[config.mk]
export PLATFORM = sky130hd
export DESIGN_NAME = adx_adpcm_frame_decoder_core_flat
export DESIGN_NICKNAME = d
export VERILOG_FILES = /design/src/rtl/adxfd_pkg.sv /design/src/rtl/adxfd_ifs.sv /design/src/rtl/adxfd_mac.sv /design/src/rtl/adxfd_ctrl.sv /design/src/rtl/adx_adpcm_frame_decoder_core.sv /design/src/flat_wrapper.sv
export SDC_FILE = /design/constraint.sdc
export NUM_CORES = 1
export LEC_CHECK = 0
export BUFFER_PORTS_ARGS = -buffer_cell sky130_fd_sc_hd__buf_2
export CAP_MARGIN = 20
export CORE_MARGIN = 2
export CORE_UTILIZATION = 24
export CTS_CLUSTER_DIAMETER = 30
export CTS_CLUSTER_SIZE = 20
export DETAILED_ROUTE_END_ITERATION = 7
export GPL_ROUTABILITY_DRIVEN = 1
export SKIP_CTS_REPAIR_TIMING = 1
export SLEW_MARGIN = 15
export SYNTH_ARGS = -nofsm -noshare
export SYNTH_HDL_FRONTEND = slang
export SYNTH_SLANG_ARGS = --single-unit
[constraint.sdc]
create_clock -name clk -period 15 [get_ports clk]
set_input_delay 0.75 -clock clk [delete_from_list [all_inputs] [get_ports clk]]
set_output_delay 0.75 -clock clk [all_outputs]
set_load 0.01 [all_outputs]
[src/rtl/adxfd_pkg.sv]
`timescale 1ns / 1ps

package adxfd_pkg;

    localparam int DATA_W     = 8;
    localparam int COEF_W     = 15;
    localparam int SAMPLE_W   = 16;
    localparam int SCALE_W    = 17;
    localparam int POS_W      = 5;
    localparam int NIB_W      = 4;
    localparam int MUL_A_W    = 18;
    localparam int MUL_B_W    = 16;
    localparam int ACC_W      = 32;
    localparam int PRED_SHIFT = 12;
    localparam int CFG_IDX_W  = 2;

    localparam logic [POS_W-1:0] POS_SCALE_HI = 5'd0;
    localparam logic [POS_W-1:0] POS_SCALE_LO = 5'd1;
    localparam logic [POS_W-1:0] POS_LAST     = 5'd17;

    localparam logic signed [ACC_W-1:0] SAMPLE_MAX = 32'sd32767;
    localparam logic signed [ACC_W-1:0] SAMPLE_MIN = -32'sd32768;

    localparam logic [CFG_IDX_W-1:0] CFG_COEF_FIRST  = 2'd0;
    localparam logic [CFG_IDX_W-1:0] CFG_COEF_SECOND = 2'd1;
    localparam logic [CFG_IDX_W-1:0] CFG_STEREO_MODE = 2'd2;

    typedef enum logic [2:0] {
        ST_IDLE,
        ST_MUL_RECENT,
        ST_MUL_OLDER,
        ST_MUL_STEP,
        ST_SUM,
        ST_STORE
    } state_t;

    typedef enum logic [1:0] {
        ACC_HOLD,
        ACC_LOAD,
        ACC_ADD,
        ACC_SHIFT_ADD
    } acc_op_t;

    typedef struct packed {
        logic    mul_en;
        acc_op_t acc_op;
    } mac_ctrl_t;

    typedef struct packed {
        logic signed [COEF_W-1:0] coef_first;
        logic signed [COEF_W-1:0] coef_second;
        logic                     stereo_mode;
    } cfg_t;

endpackage

[src/rtl/adxfd_ifs.sv]
`timescale 1ns / 1ps

interface adxfd_byte_if;
    logic                             valid;
    logic                             ready;
    logic [adxfd_pkg::DATA_W-1:0]     data_byte;
    logic                             track_start;

    modport source (output valid, output data_byte, output track_start, input ready);
    modport sink   (input valid, input data_byte, input track_start, output ready);
endinterface

interface adxfd_sample_if;
    logic                                valid;
    logic                                ready;
    logic signed [adxfd_pkg::SAMPLE_W-1:0] sample_value;
    logic                                channel_index;
    logic                                frame_end;
    logic                                last_of_byte;

    modport source (output valid, output sample_value, output channel_index,
                    output frame_end, output last_of_byte, input ready);
    modport sink   (input valid, input sample_value, input channel_index,
                    input frame_end, input last_of_byte, output ready);
endinterface

interface adxfd_cfg_if;
    logic                                valid;
    logic                                ready;
    logic [adxfd_pkg::CFG_IDX_W-1:0]     reg_index;
    logic [adxfd_pkg::COEF_W-1:0]        write_data;

    modport source (output valid, output reg_index, output write_data, input ready);
    modport sink   (input valid, input reg_index, input write_data, output ready);
endinterface

[src/rtl/adxfd_mac.sv]
`timescale 1ns / 1ps

module adxfd_mac (
    input  logic                                  clk,
    input  logic                                  rst_n,
    input  adxfd_pkg::mac_ctrl_t                  ctrl,
    input  logic signed [adxfd_pkg::MUL_A_W-1:0]  op_a,
    input  logic signed [adxfd_pkg::MUL_B_W-1:0]  op_b,
    output logic signed [adxfd_pkg::ACC_W-1:0]    acc
);

    localparam int PROD_W = adxfd_pkg::MUL_A_W + adxfd_pkg::MUL_B_W;

    logic signed [PROD_W-1:0]           prod_full;
    logic signed [adxfd_pkg::ACC_W-1:0] prod_reg;
    logic signed [adxfd_pkg::ACC_W-1:0] acc_reg;
    logic signed [adxfd_pkg::ACC_W-1:0] acc_next;

    assign prod_full = op_a * op_b;

    always_comb
    begin
        unique case (ctrl.acc_op)
            adxfd_pkg::ACC_LOAD:      acc_next = prod_reg;
            adxfd_pkg::ACC_ADD:       acc_next = acc_reg + prod_reg;
            adxfd_pkg::ACC_SHIFT_ADD: acc_next = (acc_reg >>> adxfd_pkg::PRED_SHIFT) + prod_reg;
            default:                  acc_next = acc_reg;
        endcase
    end

    always_ff @(posedge clk or negedge rst_n)
    begin
        if (!rst_n)
        begin
            prod_reg <= '0;
            acc_reg  <= '0;
        end
        else
        begin
            if (ctrl.mul_en)
            begin
                prod_reg <= signed'(prod_full[adxfd_pkg::ACC_W-1:0]);
            end
            acc_reg <= acc_next;
        end
    end

    assign acc = acc_reg;

endmodule

[src/rtl/adxfd_ctrl.sv]
`timescale 1ns / 1ps

module adxfd_ctrl #(
    parameter int MAX_CHANNELS = 2
) (
    input  logic                                  clk,
    input  logic                                  rst_n,
    input  adxfd_pkg::cfg_t                       cfg,
    adxfd_byte_if.sink                            byte_stream,
    adxfd_sample_if.source                        samples,
    output adxfd_pkg::mac_ctrl_t                  mac_ctrl,
    output logic signed [adxfd_pkg::MUL_A_W-1:0]  op_a,
    output logic signed [adxfd_pkg::MUL_B_W-1:0]  op_b,
    input  logic signed [adxfd_pkg::ACC_W-1:0]    acc
);

    localparam logic signed [adxfd_pkg::MUL_A_W-1:0] MUL_A_ZERO = '0;

    adxfd_pkg::state_t state_reg, state_next;

    logic signed [adxfd_pkg::SAMPLE_W-1:0] hist_recent_reg [MAX_CHANNELS];
    logic signed [adxfd_pkg::SAMPLE_W-1:0] hist_older_reg  [MAX_CHANNELS];
    logic [adxfd_pkg::POS_W-1:0]           pos_reg;
    logic [adxfd_pkg::POS_W-1:0]           pos_eff;
    logic                                  ch_reg;
    logic [adxfd_pkg::SCALE_W-1:0]         scale_reg;
    logic [adxfd_pkg::DATA_W-1:0]          byte_reg;
    logic                                  nib_sel_reg;

    logic                                  out_valid_reg;
    logic signed [adxfd_pkg::SAMPLE_W-1:0] out_sample_reg;
    logic                                  out_ch_reg;
    logic                                  out_end_reg;
    logic                                  out_last_reg;

    logic                                  accept;
    logic                                  out_free;
    logic                                  store;
    logic                                  is_last;
    logic [adxfd_pkg::NIB_W-1:0]           nibble;
    logic signed [adxfd_pkg::SAMPLE_W-1:0] sat_value;

    assign accept   = byte_stream.valid && byte_stream.ready;
    assign out_free = !out_valid_reg || samples.ready;
    assign pos_eff  = byte_stream.track_start ? adxfd_pkg::POS_SCALE_HI : pos_reg;
    assign is_last  = (pos_reg >= adxfd_pkg::POS_LAST);
    assign nibble   = nib_sel_reg ? byte_reg[3:0] : byte_reg[7:4];

    always_comb
    begin
        if (acc > adxfd_pkg::SAMPLE_MAX)
        begin
            sat_value = adxfd_pkg::SAMPLE_MAX[adxfd_pkg::SAMPLE_W-1:0];
        end
        else if (acc < adxfd_pkg::SAMPLE_MIN)
        begin
            sat_value = adxfd_pkg::SAMPLE_MIN[adxfd_pkg::SAMPLE_W-1:0];
        end
        else
        begin
            sat_value = acc[adxfd_pkg::SAMPLE_W-1:0];
        end
    end

    // next state
    always_comb
    begin
        state_next = state_reg;
        unique case (state_reg)
            adxfd_pkg::ST_IDLE:
            begin
                if (byte_stream.valid && pos_eff != adxfd_pkg::POS_SCALE_HI
                    && pos_eff != adxfd_pkg::POS_SCALE_LO)
                begin
                    state_next = adxfd_pkg::ST_MUL_RECENT;
                end
            end
            adxfd_pkg::ST_MUL_RECENT: state_next = adxfd_pkg::ST_MUL_OLDER;
            adxfd_pkg::ST_MUL_OLDER:  state_next = adxfd_pkg::ST_MUL_STEP;
            adxfd_pkg::ST_MUL_STEP:   state_next = adxfd_pkg::ST_SUM;
            adxfd_pkg::ST_SUM:        state_next = adxfd_pkg::ST_STORE;
            adxfd_pkg::ST_STORE:
            begin
                if (out_free)
                begin
                    state_next = nib_sel_reg ? adxfd_pkg::ST_IDLE : adxfd_pkg::ST_MUL_RECENT;
                end
            end
            default: state_next = adxfd_pkg::ST_IDLE;
        endcase
    end

    // outputs
    always_comb
    begin
        byte_stream.ready = 1'b0;
        store             = 1'b0;
        mac_ctrl.mul_en   = 1'b0;
        mac_ctrl.acc_op   = adxfd_pkg::ACC_HOLD;
        op_a              = MUL_A_ZERO;
        op_b              = '0;
        unique case (state_reg)
            adxfd_pkg::ST_IDLE:
            begin
                byte_stream.ready = 1'b1;
            end
            adxfd_pkg::ST_MUL_RECENT:
            begin
                mac_ctrl.mul_en = 1'b1;
                op_a            = adxfd_pkg::MUL_A_W'(cfg.coef_first);
                op_b            = hist_recent_reg[ch_reg];
            end
            adxfd_pkg::ST_MUL_OLDER:
            begin
                mac_ctrl.mul_en = 1'b1;
                mac_ctrl.acc_op = adxfd_pkg::ACC_LOAD;
                op_a            = adxfd_pkg::MUL_A_W'(cfg.coef_second);
                op_b            = hist_older_reg[ch_reg];
            end
            adxfd_pkg::ST_MUL_STEP:
            begin
                mac_ctrl.mul_en = 1'b1;
                mac_ctrl.acc_op = adxfd_pkg::ACC_ADD;
                op_a            = signed'({1'b0, scale_reg});
                op_b            = adxfd_pkg::MUL_B_W'(signed'(nibble));
            end
            adxfd_pkg::ST_SUM:
            begin
                mac_ctrl.acc_op = adxfd_pkg::ACC_SHIFT_ADD;
            end
            adxfd_pkg::ST_STORE:
            begin
                store = out_free;
            end
            default:
            begin
                byte_stream.ready = 1'b0;
            end
        endcase
    end

    always_ff @(posedge clk or negedge rst_n)
    begin
        if (!rst_n)
        begin
            state_reg     <= adxfd_pkg::ST_IDLE;
            pos_reg       <= adxfd_pkg::POS_SCALE_HI;
            ch_reg        <= 1'b0;
            scale_reg     <= '0;
            nib_sel_reg   <= 1'b0;
            out_valid_reg <= 1'b0;
            for (int i = 0; i < MAX_CHANNELS; i++)
            begin
                hist_recent_reg[i] <= '0;
                hist_older_reg[i]  <= '0;
            end
        end
        else
        begin
            state_reg <= state_next;

            if (accept)
            begin
                if (byte_stream.track_start)
                begin
                    ch_reg <= 1'b0;
                    for (int i = 0; i < MAX_CHANNELS; i++)
                    begin
                        hist_recent_reg[i] <= '0;
                        hist_older_reg[i]  <= '0;
                    end
                end
                if (pos_eff == adxfd_pkg::POS_SCALE_HI)
                begin
                    scale_reg <= {1'b0, byte_stream.data_byte, 8'h00};
                    pos_reg   <= adxfd_pkg::POS_SCALE_LO;
                end
                else if (pos_eff == adxfd_pkg::POS_SCALE_LO)
                begin
                    scale_reg <= {1'b0, scale_reg[15:8], byte_stream.data_byte}
                                 + adxfd_pkg::SCALE_W'(1);
                    pos_reg   <= pos_reg + adxfd_pkg::POS_W'(1);
                end
                else
                begin
                    nib_sel_reg <= 1'b0;
                end
            end

            if (store)
            begin
                hist_older_reg[ch_reg]  <= hist_recent_reg[ch_reg];
                hist_recent_reg[ch_reg] <= sat_value;
                nib_sel_reg             <= 1'b1;
                if (nib_sel_reg)
                begin
                    if (is_last)
                    begin
                        pos_reg <= adxfd_pkg::POS_SCALE_HI;
                        ch_reg  <= (MAX_CHANNELS > 1 && cfg.stereo_mode) ? ~ch_reg : 1'b0;
                    end
                    else
                    begin
                        pos_reg <= pos_reg + adxfd_pkg::POS_W'(1);
                    end
                end
            end

            if (store)
            begin
                out_valid_reg <= 1'b1;
            end
            else if (samples.ready)
            begin
                out_valid_reg <= 1'b0;
            end
        end
    end

    always_ff @(posedge clk)
    begin
        if (accept)
        begin
            byte_reg <= byte_stream.data_byte;
        end
        if (store)
        begin
            out_sample_reg <= sat_value;
            out_ch_reg     <= ch_reg;
            out_end_reg    <= nib_sel_reg && is_last;
            out_last_reg   <= nib_sel_reg;
        end
    end

    assign samples.valid         = out_valid_reg;
    assign samples.sample_value  = out_sample_reg;
    assign samples.channel_index = out_ch_reg;
    assign samples.frame_end     = out_end_reg;
    assign samples.last_of_byte  = out_last_reg;

endmodule

[src/rtl/adx_adpcm_frame_decoder_core.sv]
// Scale bytes (frame positions 0 and 1) are accepted in idle and give no sample.
// A data byte is decoded a nibble at a time, high nibble first, on one shared multiplier
// (recent-history, older-history and step products, then sum and store); each nibble's
// store registers one sample. A store waits while the output is stalled, and no new
// byte is taken until the second sample of the current byte has been stored.
// rst_n is asynchronous active low; it clears coefficients, mode, histories and position.
`timescale 1ns / 1ps

module adx_adpcm_frame_decoder_core #(
    parameter int MAX_CHANNELS = 2
) (
    input  logic           clk,
    input  logic           rst_n,
    adxfd_cfg_if.sink      cfg,
    adxfd_byte_if.sink     byte_stream,
    adxfd_sample_if.source samples
);

    adxfd_pkg::cfg_t                       cfg_reg;
    adxfd_pkg::mac_ctrl_t                  mac_ctrl;
    logic signed [adxfd_pkg::MUL_A_W-1:0]  op_a;
    logic signed [adxfd_pkg::MUL_B_W-1:0]  op_b;
    logic signed [adxfd_pkg::ACC_W-1:0]    acc;

    assign cfg.ready = 1'b1;

    always_ff @(posedge clk or negedge rst_n)
    begin
        if (!rst_n)
        begin
            cfg_reg <= '0;
        end
        else if (cfg.valid && cfg.ready)
        begin
            unique case (cfg.reg_index)
                adxfd_pkg::CFG_COEF_FIRST:  cfg_reg.coef_first  <= signed'(cfg.write_data);
                adxfd_pkg::CFG_COEF_SECOND: cfg_reg.coef_second <= signed'(cfg.write_data);
                adxfd_pkg::CFG_STEREO_MODE: cfg_reg.stereo_mode <= cfg.write_data[0];
                default:                    cfg_reg <= cfg_reg;
            endcase
        end
    end

    adxfd_ctrl #(
        .MAX_CHANNELS (MAX_CHANNELS)
    ) u_ctrl (
        .clk         (clk),
        .rst_n       (rst_n),
        .cfg         (cfg_reg),
        .byte_stream (byte_stream),
        .samples     (samples),
        .mac_ctrl    (mac_ctrl),
        .op_a        (op_a),
        .op_b        (op_b),
        .acc         (acc)
    );

    adxfd_mac u_mac (
        .clk   (clk),
        .rst_n (rst_n),
        .ctrl  (mac_ctrl),
        .op_a  (op_a),
        .op_b  (op_b),
        .acc   (acc)
    );

endmodule
[src/flat_wrapper.sv]
// flat-port wrapper written by rule: the top's interface ports become plain ports
module adx_adpcm_frame_decoder_core_flat 
#(
    parameter int MAX_CHANNELS = 2
)
  (clk, rst_n, cfg_valid, cfg_reg_index, cfg_write_data, cfg_ready, byte_stream_valid, byte_stream_data_byte, byte_stream_track_start, byte_stream_ready, samples_valid, samples_sample_value, samples_channel_index, samples_frame_end, samples_last_of_byte, samples_ready);
  adxfd_cfg_if cfg_i ();
  adxfd_byte_if byte_stream_i ();
  adxfd_sample_if samples_i ();
  input  logic clk;
  input  logic rst_n;
  input wire logic [$bits(cfg_i.valid)-1:0] cfg_valid;
  input wire logic [$bits(cfg_i.reg_index)-1:0] cfg_reg_index;
  input wire logic [$bits(cfg_i.write_data)-1:0] cfg_write_data;
  output wire logic [$bits(cfg_i.ready)-1:0] cfg_ready;
  input wire logic [$bits(byte_stream_i.valid)-1:0] byte_stream_valid;
  input wire logic [$bits(byte_stream_i.data_byte)-1:0] byte_stream_data_byte;
  input wire logic [$bits(byte_stream_i.track_start)-1:0] byte_stream_track_start;
  output wire logic [$bits(byte_stream_i.ready)-1:0] byte_stream_ready;
  output wire logic [$bits(samples_i.valid)-1:0] samples_valid;
  output wire logic [$bits(samples_i.sample_value)-1:0] samples_sample_value;
  output wire logic [$bits(samples_i.channel_index)-1:0] samples_channel_index;
  output wire logic [$bits(samples_i.frame_end)-1:0] samples_frame_end;
  output wire logic [$bits(samples_i.last_of_byte)-1:0] samples_last_of_byte;
  input wire logic [$bits(samples_i.ready)-1:0] samples_ready;
  assign cfg_i.valid = cfg_valid;
  assign cfg_i.reg_index = cfg_reg_index;
  assign cfg_i.write_data = cfg_write_data;
  assign cfg_ready = cfg_i.ready;
  assign byte_stream_i.valid = byte_stream_valid;
  assign byte_stream_i.data_byte = byte_stream_data_byte;
  assign byte_stream_i.track_start = byte_stream_track_start;
  assign byte_stream_ready = byte_stream_i.ready;
  assign samples_valid = samples_i.valid;
  assign samples_sample_value = samples_i.sample_value;
  assign samples_channel_index = samples_i.channel_index;
  assign samples_frame_end = samples_i.frame_end;
  assign samples_last_of_byte = samples_i.last_of_byte;
  assign samples_i.ready = samples_ready;
  adx_adpcm_frame_decoder_core #(.MAX_CHANNELS(MAX_CHANNELS)) u_core (.clk(clk), .rst_n(rst_n), .cfg(cfg_i), .byte_stream(byte_stream_i), .samples(samples_i));
endmodule
# Word level (Yosys, flattened, before mapping)
# Index checks and enable logic that the tools add are counted.
[word_totals] elab_cells=121 mem_count=0 rom_bits=0 output_inout_bits=22 latch_bits=0 in_bits=31 mem_bits_rw=0 regBits=214
[op_classes] n_mul=1 n_eq_ne=16 reduce_logical=22 magnitude_cmp=5 add_sub_neg=4 n_mux=51 n_div=0 shift=0 n_bitwise=2
[ops] op="two-way mux 32 bit" count=6
[ops] op="two-way mux 16 bit" count=9
[ops] op="one-hot mux 32 bit (3 select lines)" count=1
[ops] op="bitwise mux 32 bit" count=2
[ops] op="one-hot mux 18 bit (3 select lines)" count=1
[ops] op="one-hot mux 16 bit (3 select lines)" count=1
[ops] op="two-way mux 5 bit" count=7
[ops] op="two-way mux 17 bit" count=2
[ops] op="adder 20 x 32 -> 32 bit" count=1
[ops] op="adder 32 bit" count=1
[ops] op="> comparator 32 x 16 -> 1 bit, second input constant" count=1
[ops] op="less-than comparator 32 x 16 -> 1 bit, second input constant" count=1
[ops] op="multiplier 18 x 16 -> 32 bit" count=1
[ops] op="one-hot mux 3 bit (6 select lines)" count=1
[ops] op="adder 16 x 1 -> 17 bit, second input constant" count=1
[ops] op="demux 16 bit (select 1 bit)" count=1
[ops] op="two-way mux 1 bit" count=16
[ops] op="AND reduction 2 bit" count=5
[ops] op="!= test 2 bit, second input constant" count=4
[ops] op="equality test 2 bit, second input constant" count=3
[ops] op="equality test 3 x 2 -> 1 bit, second input constant" count=2
[ops] op="equality test 3 bit, second input constant" count=2
[ops] op="two-way mux 3 bit" count=2
[ops] op="one-hot mux 2 bit (3 select lines)" count=1
[ops] op="22 further kinds" count=29

# Depth between registers and ports, before layout
[logic_depth] depth_word=7 mapped_depth=30 mapped_depth_nobuf=27

# By module
# From an unflattened synthesis, not the netlist that was laid out.
[unflattened] cells_unflattened=2268 hier_area_um2=22307.6
[by_module_without_submodules] mod="adxfd_mac" instances=1 area_each_um2=15128.3 cells_per_inst=1656 seq_area_each_um2=1601.5
[by_module_without_submodules] mod="adxfd_ctrl" instances=1 area_each_um2=5984.5 cells_per_inst=543 seq_area_each_um2=3113.0
[by_module_without_submodules] mod="adx_adpcm_frame_decoder_core" instances=1 area_each_um2=1194.9 cells_per_inst=69 seq_area_each_um2=775.7

# Worst setup path after synthesis
# Ideal clock, no wire load.
[synth_timing] kind="flip-flop to flip-flop" from="register u_core.u_ctrl.nib_sel_reg" to="register u_core.u_mac.prod_reg[31] (netlist bit)" path_stages_with_launch=25 t_arrival_ns=7.055 slack_ns=7.815 period_less_slack_ns=7.185 path_buffers=3 required_time_ns=14.870 setup_time_ns=0.130 path_cell_list="dfrtp_1 -> clkbuf_1 -> mux2_2 -> and3_1 -> buf_2 -> nor3_1 -> clkbuf_1 -> nor2_1 -> fa_1 -> inv_1 -> fa_1 -> inv_1 -> fa_1 -> fa_1 -> fa_1 -> fa_1 -> ha_1 -> and3_1 -> and2_1 -> a221oi_1 -> o31a_1 -> o31ai_1 -> a211oi_1 -> xnor2_1 -> o21ai_1"
[synth_between] elab_chain_len=3
[synth_rtl] item="from (decl)" line="adxfd_ctrl.sv:28" text="logic nib_sel_reg;"
[synth_rtl] item="from (signal assigned)" line="adxfd_ctrl.sv:150" text="nib_sel_reg <= 1'b0;"
[synth_rtl] item="from (signal assigned)" line="adxfd_ctrl.sv:186" text="nib_sel_reg <= 1'b0;"
[synth_rtl] item="from (signal assigned)" line="adxfd_ctrl.sv:194" text="nib_sel_reg <= 1'b1;"
[synth_rtl] item="two-way mux 4 bit" line="adxfd_ctrl.sv:47" text="assign nibble = nib_sel_reg ? byte_reg[3:0] : byte_reg[7:4];"
[synth_rtl] item="one-hot mux 16 bit (3 select lines)" line="adxfd_ctrl.sv:102" text="unique case (state_reg)"
[synth_rtl] item="multiplier 18 x 16 -> 32 bit" line="adxfd_mac.sv:19" text="assign prod_full = op_a * op_b;"
[synth_rtl] item="to (signal assigned)" line="adxfd_mac.sv:42" text="prod_reg <= signed'(prod_full[adxfd_pkg::ACC_W-1:0]);"
[synth_rtl] item="to (decl)" line="adxfd_mac.sv:15" text="logic signed [adxfd_pkg::ACC_W-1:0] prod_reg;"
# No other way between the ends.
# A chain may end at the register's enable or synchronous reset.

# Worst setup path after layout
[layout_timing] from="register u_core.u_ctrl.state_reg[1]" to="register u_core.u_mac.prod_reg[31] (netlist bit)"
[layout_between] elab_chain_len=3 elab_cells_between_ends=8 cone_classes="mul (1); eq/ne (3); mux (3); reduce/logical (1)"
[layout_rtl] item="from (decl)" line="adxfd_ctrl.sv:19" text="adxfd_pkg::state_t state_reg, state_next;"
[layout_rtl] item="from (signal assigned)" line="adxfd_ctrl.sv:146" text="state_reg <= adxfd_pkg::ST_IDLE;"
[layout_rtl] item="from (signal assigned)" line="adxfd_ctrl.sv:160" text="state_reg <= state_next;"
[layout_rtl] item="equality test 3 x 2 -> 1 bit or equality test 3 x 1 -> 1 bit (tied branches)" line="adxfd_ctrl.sv:102"
[layout_rtl] item="one-hot mux 18 bit (3 select lines), or another cell as far along" line="adxfd_ctrl.sv:102"
[layout_rtl] item="multiplier 18 x 16 -> 32 bit or two-way mux 1 bit (tied branches)" line="adxfd_mac.sv:19, adxfd_ctrl.sv:102"
# Parallel ways exist; a longest one is shown, timed or not.

==> results.py <==
metrics = {
    "cells_and_area": {
        "diodes": 0,
        "num-fill-cells": 9492,
        "finalNetCount": 2821,
        "design_area_um2": 25600,
        "layout-drive-gt1-share_pct": 13.0,
        "syn2layout_area_growth_pct": 16.7,
    },
    "timing": {
        "worstMarginPinSlew_ps": 1030,
        "slew_headroom_pct": 31.0,
        "post-route-period-util_pct": 62.4,
        "slew_viol_final": 0,
        "rsz0062_at_grt": "false",
        "hold_violations": 0,
        "timing.fmax_mhz": 107,
        "fin_skew_ps": 41.7,
        "fin_crit_ps": 9360,
        "totalNegativeSetupSlack_ps": 0,
        "setup_viol": 0,
    },
    "synth": {
        "synth_area_um2": 21900,
        "postSynthAreaPerCell_um2": 9.35,
        "syn-num-nets": 2771,
        "async_flop_share_pct": 87.4,
        "synthTopCellsByCount": "inv_1, nand2_1, fa_1",
        "yosysWarnings": 0,
        "synth_most_common_cell": "inv_1",
        "synth_area_leaders": "fa_1, dfrtp_1, ha_1",
        "yosysTopAreaCell": "fa_1",
        "ys_seq_area_share_pct": 25.0,
        "ys_seq_elements": 214,
        "synth-edff-count": 27,
        "netlist-cell-type-count": 79,
        "synth_top_area_share_pct": 25.3,
        "netlist_instances": 2346,
        "synth_ff_type": "dfrtp_1",
    },
    "pwr": {
        "clkPwrFrac_pct": 27.2,
        "power.switching_mw": 2.17,
        "p_seq_share_pct": 19.9,
        "p_per_area_nw_per_um2": 181,
        "combPwrFrac_pct": 52.9,
        "ir_worst_vdd_uv": 102,
        "internal_power_mw": 2.46,
        "p_leak_nw": 12.0,
        "swShare_pct": 46.9,
    },
    "die": {
        "die_w_um": 306,
        "die_area_um2": 93900,
        "initial_core_util_pct": 24.3,
        "io-pin-count": 53,
        "fp-row-count": 110,
        "core_um2": 90300,
        "dieHeight_um": 306,
    },
    "clock_tree": {
        "clk_pin_slew_ps": 50,
        "cts_buffers": 54,
        "cts_sinks": 214,
        "htree_levels": 2,
        "cts_root_buffer": "clkbuf_16",
        "cts.path.max_buffers": 3,
        "clk_latency_ps": 610,
        "tritoncts": "done",
    },
    "worst_hold_path": {
        "hp-class": "input port to asynchronous set/reset pin",
    },
    "critical_path": {
        "startpoint_type": "flip-flop",
        "worstPathRequired_ps": 15430,
        "worst_path_largest_cell_delay_ps": 720,
        "crit_type": "flip-flop to flip-flop",
        "cp_slowest_cell": "nand2_1",
        "cp-end-kind": "flip-flop",
        "path_cells": "buf_4 > inv_1 > nor2_1 > nand2_1 > nor2_1 > or3_1 > nand2_1 > fa_1 > inv_1 > fa_1 > fa_1 > fa_1 > fa_1 > inv_1 > fa_1 > inv_1 > ha_1 > a211o_1 > a211oi_1 > o31a_1 > o31ai_1 > a211oi_1 > xnor2_1 > o21ai_1",
        "cp.arrival_ps": 9790,
        "cpMostUsedCell": "fa_1",
        "critPathMaxFanout": 26,
    },
    "placement": {
        "hpwl_um": 51300,
        "dpl_cell_area_um2": 23600,
        "gp_congestion": 0.906,
        "port_buffers": 51,
    },
    "global_routing": {
        "antenna_found_initial": 1,
        "grt.overflow.total": 0,
        "grt_first_pass_wirelength_um": 106000,
        "gr-usage-all-layers_pct": 14.4,
        "grt_pass1_vias": 17900,
        "grt_max_degree": 86,
    },
    "route": {
        "first_pass_iters": 6,
        "vias_per_cell": 4.84,
        "wl_per_cell_um": 18.5,
        "wl_um": 66800,
        "antenna_left": 0,
        "drc_errors": 0,
        "vias": 17500,
        "drtIter0Drc": 1602,
    },
    "run": {
        "maxCapViolCount": 0,
    },
    "outcome": {
        "status": "completed",
    },
}
==> area by class of cell <==
class	count	area, µm²	share of cell area, %
multi-input combinational	1689	14800	57.7
sequential	214	5490	21.4
clock buffer	66	1500	5.85
tap	1176	1470	5.75
inverter	344	1290	5.04
timing repair buffer	93	579	2.26
clock inverter	36	493	1.93
==> logic make-up (layout without fill, tap and decap cells) <==
kind of cell               count (synthesis)  count (layout)  synth area share [%]
AOI/OAI and AO/OA                        486             486                  14.7
xor gates and xnor gates                  75              75                  2.99
adders and majority gates                394             394                  31.9
buffers and inverters                    443             539                  7.81
DFF                                      214             214                  25.0
muxes                                    109             109                  5.39
other                                      1               1                0.0171
and+or+nand+nor                          624             624                  12.2
==> metrics by stage <==
step / setup WS, ps / cells / utilization [%] / hold WS, ps / power (mW)
finish: 5640 / 3618 / 28.4 / 228 / 4.63
detailed placement: 5830 / 3515 / 26.1 / 474 / 3.33
CTS: 5760 / 3617 / 28.3 / 256 / 4.63
global placement: 5950 / 3513 / 26.1 / 477 / 3.32
global route: 5200 / 3618 / 28.4 / 276 / 4.94
floorplan: 7810 / 2346 / - / 420 / 2.50
==> placed cells by master (no fill, tap or decap), types with 8 or more instances in the layout <==
master | netlist | layout
bufinv_16 | 0 | 9
nor2b_1 | 12 | 11
ha_1 | 117 | 117
o22ai_1 | 19 | 19
clkinvlp_4 | 0 | 13
nand3_1 | 18 | 18
or2_2 | 14 | 14
clkinv_2 | 0 | 8
o21a_1 | 10 | 10
o21bai_1 | 10 | 10
and3_1 | 11 | 11
a21oi_1 | 91 | 89
xor2_1 | 29 | 29
o21ai_0 | 117 | 117
nor2_1 | 203 | 203
dfrtp_1 | 187 | 186
a211oi_1 | 14 | 14
a221oi_1 | 16 | 16
o21ai_1 | 23 | 22
a31oi_1 | 18 | 18
fa_1 | 277 | 277
clkbuf_16 | 0 | 55
nor3_1 | 13 | 13
buf_4 | 4 | 41
and2_1 | 13 | 13
nand2b_1 | 15 | 15
a31o_2 | 12 | 12
buf_2 | 16 | 50
nand2_1 | 289 | 289
mux2i_1 | 35 | 35
inv_1 | 342 | 342
edfxtp_1 | 27 | 27
o31ai_1 | 9 | 9
a21o_1 | 42 | 42
clkbuf_8 | 0 | 9
a22oi_1 | 19 | 19
mux2_2 | 74 | 74
nand4_1 | 10 | 10
xnor2_1 | 46 | 46
a22o_1 | 36 | 36
==> metal layers <==
layer / up-vias / global-route usage [%] / wire length, µm
met3: 126 / 2.39 / 4770
met4: 0 / 5.08 / 2360
met1: 8790 / 19.8 / 29000
li1: 7876 / - / -
met2: 702 / 23.0 / 30700
met5: - / 0 / 0
==> critical path, delay by kind of cell, from the launching register on <==
| kind | cells | cell delay (ps) |
|---|---|---|
| AOI/OAI and AO/OA | 6 | 1430 |
| xor gates and xnor gates | 1 | 170 |
| adders and majority gates | 7 | 3510 |
| buffers and inverters | 5 | 860 |
| DFF | 1 | 660 |
| and+or+nand+nor | 5 | 2510 |
==> power groups by stage <==
stage | clock [mW] | combinational [mW] | sequential (mW)
after global placement | 0 | 2.39 | 0.922
after detailed placement | 0 | 2.40 | 0.924
final | 1.26 | 2.45 | 0.922
after floorplan | 0 | 1.67 | 0.833
after CTS | 1.27 | 2.44 | 0.917
after global routing | 1.30 | 2.70 | 0.936
==> worst paths after layout <==
| kind | to | cells past startpoint | from | slack (ps) |
|---|---|---|---|---|
| min reg2reg | u_core.u_ctrl.hist_older_reg[26] | 1 | u_core.u_ctrl.hist_older_reg[26] | 500 |
| max | u_core.u_mac.prod_reg[31] | 24 | u_core.u_ctrl.state_reg[1] | 5640 |
| min | u_core.u_ctrl.samples.valid | 1 | rst_n | 230 |
| min in group clk | u_core.cfg_reg[8] | 2 | cfg_write_data[7] | 390 |
| max reg2reg | u_core.u_mac.prod_reg[31] | 24 | u_core.u_ctrl.state_reg[1] | 5640 |
| max in group asynchronous | u_core.u_ctrl.scale_reg[4] | 3 | rst_n | 12910 |
No activity file was read; power rests on OpenSTA's default activity.
